File: config.mk
export PLATFORM = sky130hd
export DESIGN_NAME = first_fit_block_allocator
export DESIGN_NICKNAME = d
export VERILOG_FILES = /design/src/rtl/ffba_pkg.sv /design/src/rtl/first_fit_block_allocator.sv /design/src/rtl/ffba_table.sv /design/src/rtl/ffba_ctrl.sv
export SDC_FILE = /design/constraint.sdc
export NUM_CORES = 2
export LEC_CHECK = 0
export ABC_CLOCK_PERIOD_IN_PS = 6330
export BUFFER_PORTS_ARGS = -buffer_cell sky130_fd_sc_hd__buf_4
export CAP_MARGIN = 20
export CORE_MARGIN = 2
export CORE_UTILIZATION = 50
export DETAILED_ROUTE_END_ITERATION = 8
export PLACE_DENSITY = 0.73
export SLEW_MARGIN = 20
export SYNTH_ARGS = -nofsm -noshare
export SYNTH_HDL_FRONTEND = slang
export SYNTH_SLANG_ARGS = --single-unit
File: constraint.sdc
create_clock -name clk -period 6.33 [get_ports clk]
set_clock_uncertainty 0.05 [all_clocks]
set_input_delay 0.9495 -clock clk [delete_from_list [all_inputs] [get_ports clk]]
set_output_delay 0.9495 -clock clk [all_outputs]
set_load 0.03 [all_outputs]
File: src/rtl/ffba_pkg.sv
`timescale 1ns / 1ps
// ----------------------------------------------------------------------------
// Allocator package
// Shared status codes and the command and status structs that pass between
// the controller and the datapath.
// ----------------------------------------------------------------------------
package ffba_pkg;

  localparam logic [2:0] ST_ALLOCATED  = 3'd0;
  localparam logic [2:0] ST_BAD_SIZE   = 3'd1;
  localparam logic [2:0] ST_NO_FIT     = 3'd2;
  localparam logic [2:0] ST_TABLE_FULL = 3'd3;
  localparam logic [2:0] ST_FREED      = 3'd4;
  localparam logic [2:0] ST_NOT_FOUND  = 3'd5;

  // Commands from the controller to the table datapath.
  typedef struct packed {
    logic load;      // capture the request fields
    logic clr_idx;   // restart the table walk at entry 0
    logic inc_idx;   // step the walk to the next entry
    logic shift_up;  // open a hole at idx+1 for a split remainder
    logic split;     // write the split and the allocated entry
    logic take;      // allocate the current entry whole
    logic release_e; // free the current entry if the owner matches
    logic merge;     // fold entry idx+1 into entry idx and close the gap
  } ffba_cmd_t;

  // Status from the datapath to the controller.
  typedef struct packed {
    logic is_free;   // request is a free
    logic bad_size;  // request size is zero or too large
    logic in_range;  // walk index is below the block count
    logic pair_ok;   // idx+1 is below the block count
    logic fits;      // current entry is free and large enough
    logic exact;     // current entry has exactly the requested size
    logic full;      // table holds the maximum number of entries
    logic owned;     // current entry is allocated to the request owner
    logic both_free; // entries idx and idx+1 are both free
    logic shift_done;// hole has reached idx+1
  } ffba_stat_t;

endpackage

File: src/rtl/first_fit_block_allocator.sv
`timescale 1ns / 1ps
// ----------------------------------------------------------------------------
// First-fit block allocator
// Address-ordered block table with first-fit allocation and coalescing free.
// ----------------------------------------------------------------------------
// One request is handled at a time. An allocate walks the table one entry per
// cycle until the first free block that is large enough; a split then moves
// the later entries up one per cycle. A free walks every entry once to release
// the owner's blocks and then walks again, merging one neighbor pair per
// cycle. Each result is held in a register until taken; the next item is
// accepted in the cycle after that result has left.
module first_fit_block_allocator #(
  parameter int MEM_BYTES  = 4096,
  parameter int MAX_BLOCKS = 16
) (
  input  logic        clk,
  input  logic        rst,
  input  logic        s_tvalid,
  output logic        s_tready,
  input  logic [23:0] s_tdata,  // action[0], owner_id[8:1], request_size[21:9]
  output logic        m_tvalid,
  input  logic        m_tready,
  output logic [15:0] m_tdata   // status[2:0], address[14:3]
);
  import ffba_pkg::*;

  ffba_cmd_t  cmd;
  ffba_stat_t stat;
  logic [11:0] cur_addr;
  logic [2:0]  res_status;
  logic [11:0] res_addr;
  logic        in_fire;

  assign in_fire = s_tvalid && s_tready;
  assign m_tdata = {1'b0, res_addr, res_status};

  ffba_ctrl u_ctrl (
    .clk       (clk),
    .rst       (rst),
    .in_fire   (in_fire),
    .in_ready  (s_tready),
    .out_ready (m_tready),
    .out_valid (m_tvalid),
    .out_status(res_status),
    .out_addr  (res_addr),
    .stat      (stat),
    .cur_addr  (cur_addr),
    .cmd       (cmd)
  );

  ffba_table #(
    .MEM_BYTES (MEM_BYTES),
    .MAX_BLOCKS(MAX_BLOCKS)
  ) u_table (
    .clk      (clk),
    .rst      (rst),
    .cmd      (cmd),
    .owner_in (s_tdata[8:1]),
    .size_in  (s_tdata[21:9]),
    .action_in(s_tdata[0]),
    .stat     (stat),
    .cur_addr (cur_addr)
  );

endmodule

File: src/rtl/ffba_table.sv
`timescale 1ns / 1ps
// ----------------------------------------------------------------------------
// Allocator table datapath
// Holds the block table and walk index and carries out single-entry steps.
// ----------------------------------------------------------------------------
module ffba_table #(
  parameter int MEM_BYTES  = 4096,
  parameter int MAX_BLOCKS = 16
) (
  input  logic              clk,
  input  logic              rst,
  input  ffba_pkg::ffba_cmd_t cmd,
  input  logic [7:0]        owner_in,
  input  logic [12:0]       size_in,
  input  logic              action_in,
  output ffba_pkg::ffba_stat_t stat,
  output logic [11:0]       cur_addr
);
  import ffba_pkg::*;

  localparam int AW = $clog2(MEM_BYTES + 1);
  localparam int IW = $clog2(MAX_BLOCKS);
  localparam int CW = $clog2(MAX_BLOCKS + 1);

  logic [AW-1:0] start_q [MAX_BLOCKS];
  logic [AW-1:0] len_q   [MAX_BLOCKS];
  logic [7:0]    own_q   [MAX_BLOCKS];
  logic [MAX_BLOCKS-1:0] free_q;
  logic [CW-1:0] count;
  logic [CW-1:0] idx;
  logic [CW-1:0] hole;
  logic [7:0]    owner;
  logic [AW-1:0] size;
  logic          action;
  logic          size_bad;

  logic [IW-1:0] i0, i1, hm1;
  logic [CW-1:0] idx1;

  assign idx1 = idx + CW'(1);
  assign i0   = idx[IW-1:0];
  assign i1   = idx1[IW-1:0];
  assign hm1  = IW'(hole - CW'(1));

  assign stat.is_free    = action;
  assign stat.bad_size   = size_bad;
  assign stat.in_range   = (idx < count);
  assign stat.pair_ok    = (idx1 < count);
  assign stat.fits       = free_q[i0] && (len_q[i0] >= size);
  assign stat.exact      = (len_q[i0] == size);
  assign stat.full       = (count == CW'(MAX_BLOCKS));
  assign stat.owned      = !free_q[i0] && (own_q[i0] == owner);
  assign stat.both_free  = free_q[i0] && free_q[i1];
  assign stat.shift_done = (hole == idx1);
  assign cur_addr        = 12'(start_q[i0]);

  always_ff @(posedge clk) begin
    if (cmd.load) begin
      owner    <= owner_in;
      action   <= action_in;
      size     <= AW'(size_in);
      size_bad <= (size_in == 13'd0) || (32'(size_in) > 32'(MEM_BYTES));
    end
  end

  always_ff @(posedge clk) begin
    if (rst) begin
      count  <= CW'(1);
      idx    <= '0;
      hole   <= '0;
      free_q <= MAX_BLOCKS'(1);
      for (int k = 0; k < MAX_BLOCKS; k++) begin
        start_q[k] <= '0;
        len_q[k]   <= '0;
        own_q[k]   <= '0;
      end
      len_q[0] <= AW'(MEM_BYTES);
    end else begin
      if (cmd.clr_idx) begin
        idx  <= '0;
        hole <= count;
      end
      if (cmd.inc_idx) idx <= idx1;
      if (cmd.shift_up) begin
        // Move one entry up per cycle, from the top toward idx+1.
        start_q[hole[IW-1:0]] <= start_q[hm1];
        len_q[hole[IW-1:0]]   <= len_q[hm1];
        own_q[hole[IW-1:0]]   <= own_q[hm1];
        free_q[hole[IW-1:0]]  <= free_q[hm1];
        hole <= hole - CW'(1);
      end
      if (cmd.split) begin
        start_q[i1] <= start_q[i0] + size;
        len_q[i1]   <= len_q[i0] - size;
        own_q[i1]   <= '0;
        free_q[i1]  <= 1'b1;
        count       <= count + CW'(1);
      end
      if (cmd.split || cmd.take) begin
        len_q[i0]  <= size;
        own_q[i0]  <= owner;
        free_q[i0] <= 1'b0;
      end
      if (cmd.release_e) begin
        free_q[i0] <= 1'b1;
        own_q[i0]  <= '0;
      end
      if (cmd.merge) begin
        len_q[i0] <= len_q[i0] + len_q[i1];
        for (int k = 0; k < MAX_BLOCKS - 1; k++) begin
          if (CW'(k) > idx) begin
            start_q[k] <= start_q[k+1];
            len_q[k]   <= len_q[k+1];
            own_q[k]   <= own_q[k+1];
            free_q[k]  <= free_q[k+1];
          end
        end
        start_q[MAX_BLOCKS-1] <= '0;
        len_q[MAX_BLOCKS-1]   <= '0;
        own_q[MAX_BLOCKS-1]   <= '0;
        free_q[MAX_BLOCKS-1]  <= 1'b0;
        count <= count - CW'(1);
      end
    end
  end

  a_count_range: assert property (@(posedge clk) disable iff (rst)
    (count >= CW'(1)) && (count <= CW'(MAX_BLOCKS)))
    else $error("block count out of range");
  a_split_grows: assert property (@(posedge clk) disable iff (rst)
    cmd.split |=> count == $past(count) + CW'(1))
    else $error("split did not grow the table");
  a_merge_shrinks: assert property (@(posedge clk) disable iff (rst)
    cmd.merge |=> count == $past(count) - CW'(1))
    else $error("merge did not shrink the table");

endmodule

File: src/rtl/ffba_ctrl.sv
`timescale 1ns / 1ps
// ----------------------------------------------------------------------------
// Allocator controller
// Sequences the table walks for allocate and free requests.
// ----------------------------------------------------------------------------
module ffba_ctrl (
  input  logic                 clk,
  input  logic                 rst,
  input  logic                 in_fire,
  output logic                 in_ready,
  input  logic                 out_ready,
  output logic                 out_valid,
  output logic [2:0]           out_status,
  output logic [11:0]          out_addr,
  input  ffba_pkg::ffba_stat_t stat,
  input  logic [11:0]          cur_addr,
  output ffba_pkg::ffba_cmd_t  cmd
);
  import ffba_pkg::*;

  typedef enum logic [6:0] {
    S_IDLE  = 7'b0000001,
    S_CHECK = 7'b0000010,
    S_SCAN  = 7'b0000100,
    S_SHIFT = 7'b0001000,
    S_REL   = 7'b0010000,
    S_MERGE = 7'b0100000,
    S_DONE  = 7'b1000000
  } state_t;

  state_t state, state_next;
  logic found, found_next;
  logic [2:0] res_status, res_status_next;
  logic [11:0] res_addr, res_addr_next;

  assign in_ready   = (state == S_IDLE) && !out_valid;
  assign out_status = res_status;
  assign out_addr   = res_addr;

  always_comb begin
    state_next      = state;
    found_next      = found;
    res_status_next = res_status;
    res_addr_next   = res_addr;
    cmd             = '0;
    case (state)
      S_IDLE: begin
        if (in_fire) begin
          cmd.load   = 1'b1;
          state_next = S_CHECK;
        end
      end
      S_CHECK: begin
        cmd.clr_idx   = 1'b1;
        found_next    = 1'b0;
        res_addr_next = '0;
        if (stat.is_free) begin
          state_next = S_REL;
        end else if (stat.bad_size) begin
          res_status_next = ST_BAD_SIZE;
          state_next      = S_DONE;
        end else begin
          state_next = S_SCAN;
        end
      end
      S_SCAN: begin
        if (!stat.in_range) begin
          res_status_next = ST_NO_FIT;
          state_next      = S_DONE;
        end else if (!stat.fits) begin
          cmd.inc_idx = 1'b1;
        end else if (stat.exact) begin
          cmd.take        = 1'b1;
          res_status_next = ST_ALLOCATED;
          res_addr_next   = cur_addr;
          state_next      = S_DONE;
        end else if (stat.full) begin
          res_status_next = ST_TABLE_FULL;
          state_next      = S_DONE;
        end else if (stat.shift_done) begin
          cmd.split       = 1'b1;
          res_status_next = ST_ALLOCATED;
          res_addr_next   = cur_addr;
          state_next      = S_DONE;
        end else begin
          state_next = S_SHIFT;
        end
      end
      S_SHIFT: begin
        if (stat.shift_done) begin
          state_next = S_SCAN;
        end else begin
          cmd.shift_up = 1'b1;
        end
      end
      S_REL: begin
        if (stat.in_range) begin
          cmd.release_e = 1'b1;
          cmd.inc_idx   = 1'b1;
          if (stat.owned) found_next = 1'b1;
        end else if (!found) begin
          res_status_next = ST_NOT_FOUND;
          state_next      = S_DONE;
        end else begin
          cmd.clr_idx = 1'b1;
          state_next  = S_MERGE;
        end
      end
      S_MERGE: begin
        if (!stat.pair_ok) begin
          res_status_next = ST_FREED;
          state_next      = S_DONE;
        end else if (stat.both_free) begin
          cmd.merge = 1'b1;
        end else begin
          cmd.inc_idx = 1'b1;
        end
      end
      S_DONE: begin
        state_next = S_IDLE;
      end
      default: begin
        state_next = S_IDLE;
      end
    endcase
    // release_e only acts on an owned entry.
    if (state == S_REL && !stat.owned) cmd.release_e = 1'b0;
  end

  always_ff @(posedge clk) begin
    if (rst) begin
      state     <= S_IDLE;
      out_valid <= 1'b0;
      found     <= 1'b0;
    end else begin
      state <= state_next;
      found <= found_next;
      if (state == S_DONE) out_valid <= 1'b1;
      else if (out_ready) out_valid <= 1'b0;
    end
  end

  always_ff @(posedge clk) begin
    res_status <= res_status_next;
    res_addr   <= res_addr_next;
  end

  a_onehot: assert property (@(posedge clk) disable iff (rst) $onehot(state))
    else $error("state not one-hot");
  a_no_accept_busy: assert property (@(posedge clk) disable iff (rst)
    in_fire |-> state == S_IDLE && !out_valid)
    else $error("item accepted while busy");
  a_done_valid: assert property (@(posedge clk) disable iff (rst)
    state == S_DONE |=> out_valid)
    else $error("result not presented");

endmodule
==> qor.txt <==
Post-synth ARST share = 0
Clock slew at reported path FFs = 0.06 ns
Most frequent CP cell = mux4_2
Synth Instances = 3606
Worst path max stage delay = 0.86 ns
Ys Warns = 0
Net Count, Synth = 3695
Number of global-route vias before repair = 34157
Clk Latency, worst-skew pair = 0.67 ns
Clock Tree Buf Depth = 3
Clk sinks = 610
Area Overhead vs Synth = 10.1%
Data arrival time of the worst path = 6.52 ns
Crit path max fanout = 28
Final nets = 3647
Max-Cap Viols = 0
Hold_buf cts = 0
Count of buffers from port buffering = 42
CP Depth = 13
Hold Crit Class = primary input to flip-flop
Cell Pwr Density = 239 nW/um^2
Core Area = 83600 sq um
Synth area leader = edfxtp_1
WP data required = 6.52 ns
CTS H-tree depth = 3
Yosys reg bits = 610
I/O pin count = 46
Largest net degree at the start of global routing = 100
Worst Tran Pin Value = 1.14 ns
Achievable Freq = 158 MHz
Number of buffers and inverters on the critical path = 2
Pre-antenna DRT Iters = 9
Post-CTS Resized = 0
Hold depth = 1
Total GRT Usage = 0.345
Area share of the largest cell type after synthesis = 0.404
Drt wl/cell = 32.0 um
Crit-path cells = buf_12, mux4_2, mux4_2, ha_1, a21o_1, a31o_2, or3_1, o31ai_2, or4_1, nand2_1, and2_1, nor3_1, inv_1
Setup violation total in the final timing report = 2
GPL Wtd Cong = 1.04
Die height = 294 um
Root Buffer = clkbuf_16
Hold Startpoint = s_tdata[7]
Startpoint types = flip-flop
Critical path's slowest cell = nor3_1
Die Outline Area = 86600 sq um
Post-Syn Area per Cell = 11.7 sq um
Commonest cells in the netlist = 566 x edfxtp_1, 367 x a21oi_1, 367 x mux4_2, 238 x o21ai_0, 229 x nand2_1
Global-route wire length before repair = 222000 um
TritonCTS buffer count = 72
Site Rows = 106
CP Capture Type = flip-flop
Routed WL = 150000 um
Run status = finished with violations
DIE WIDTH = 294 um
Congestion Overflow GR = 0
Initial core utilization = 0.504
Setup CP Type = flip-flop to flip-flop
Fill count = 6839
Primary FF master, synth = edfxtp_1
Failing checks = DRC, setup timing
Delay-heaviest family, CP = simple AND/OR/NAND/NOR gates
Relative slew slack = 0.231
Via count = 35592
Final worst slack = -0.00303 ns
Synth area leaders = edfxtp_1 40%, mux4_2 20%, a21oi_1 4.4%
Crit path time final = 6.33 ns
Yosys cell types = 91
Worst r2r path cells = 13
Dpl cell area = 43900 sq um
Iteration-0 DRC Markers = 6612
Via density = 7.58
DR DRC count = 1
Post-Layout Inst Area = 46400 sq um
Initial antenna violation count = 8
Cell Area, Synth = 42100 sq um
Layout cells sized above 1 = 0.239
Layout Utilization = 0.555
Seq/Total Area, Yosys = 0.424
Hold Vio Cnt, Final = 0
Post-synth EDFFs = 566
HPWL Detailed = 104000 um
Post-route ant nets = 0
RSZ-0062 raised after global routing = false
Period utilization = 1.00
Top-count cell post-synth = edfxtp_1
Worst VDD drop = 188 uV
Max-slew violation count = 0
Setup bufs post-CTS = 0
CTS tree = done
Cell leakage power = 16.2 nW
## cells by family (layout without fill, tap and decap cells)
| kind of cell | count (synthesis) | in the layout | share of synthesized area |
|---|---|---|---|
| xor gates and xnor gates | 56 | 56 | 0.0125 |
| muxes | 503 | 503 | 0.230 |
| and+or+nand+nor | 886 | 886 | 0.104 |
| AOI/OAI and AO/OA | 1070 | 1070 | 0.164 |
| buffers and inverters | 419 | 425 | 0.0455 |
| DFF | 610 | 610 | 0.424 |
| other | 1 | 6 | 0.0000890 |
| adders and majority gates | 61 | 61 | 0.0188 |
## per-layer routing
| layer | wire length [um] | track usage | vias up |
|---|---|---|---|
| met4 | 9420 | 0.192 | 12 |
| met5 | 80 | 0 | - |
| met3 | 22500 | 0.108 | 640 |
| met2 | 66600 | 0.516 | 3338 |
| li1 | - | - | 14394 |
| met1 | 51900 | 0.447 | 17208 |
## metrics by stage
stage	cells	hold WS, ns	TNS, ns	power, mW	setup WS (ns)
6_report	4697	0.410	-0.00599	11.1	-0.00303
4_1_cts	4692	0.402	0	11.0	0.306
3_5_place_dp	4564	0.411	0	6.60	0.328
5_1_grt	4695	0.406	0	11.3	0.119
2_1_floorplan	3606	0.382	-8.04	5.97	-0.118
3_3_place_gp	4563	0.402	0	6.57	0.384
## sequential cells by signal, indices dropped and copies added, names as in the netlist, named ones only
signal	cells
u_table.size_bad	1
u_table.action	1
u_table.owner	8
u_table.count	5
u_ctrl.out_status	3
u_table.start_q	192
u_ctrl.out_valid	1
u_table.own_q	128
u_ctrl.state	7
u_table.hole	5
u_ctrl.found	1
u_table.len_q	208
u_table.idx	5
u_table.free_q	16
u_ctrl.out_addr	12
u_table.size	13
## report_power, final
| part | internal (mW) | switching, mW |
|---|---|---|
| Clock | 2.59 | 1.86 |
| Sequential | 4.59 | 0.197 |
| Combinational | 0.680 | 1.14 |
| Total | 7.86 | 3.20 |
## worst paths after layout
kind                                              end  slack [ns]
worst max-delay path            u_table.start_q[1][9]      -0.003
worst min-delay path                 u_table.owner[6]        0.41
worst max register to register  u_table.start_q[1][9]      -0.003
worst min register to register           u_ctrl.found        0.42
## worst reg2reg max path, delay by kind of cell, from the launching register on
kind,cells,cell delay [ns]
DFF,1,0.65
adders and majority gates,1,0.38
AOI/OAI and AO/OA,3,0.92
and+or+nand+nor,5,2.05
muxes,2,0.90
buffers and inverters,2,0.95
## cells in the final DEF, fill, tap and decap left out, types with 17 or more instances in the layout
cell type  count
nand4_1       20
dfxtp_1       39
inv_1         57
mux2i_1      111
a221oi_1      86
nor2_1       209
clkbuf_16     73
xnor2_1       32
a21oi_1      366
and3_1        89
edfxtp_1     566
nor3_2        17
o21ai_2       19
a22oi_1       39
a21o_1        29
a22o_1        20
nand2_1      227
ha_1          55
a31oi_1       17
o21ai_1       25
nand3_1       92
mux2_2        19
xor2_1        18
buf_4        230
a211oi_1     104
nor2b_1       41
a222oi_1      53
mux4_2       367
nor3_1        70
o21ai_0      211
and2_1        24
## final cells by class
cell class,count,area [sq um],share of cell area
diodes,5,12.5,0.000270
clock buffers,88,1920,0.0415
clock inverters,40,542,0.0117
inverters,60,228,0.00491
multi-input cells,2577,22600,0.486
flip-flops and latches,610,17900,0.386
well taps,1080,1350,0.0291
repair buffers,237,1870,0.0403
Power figures use the tool's default switching activity.
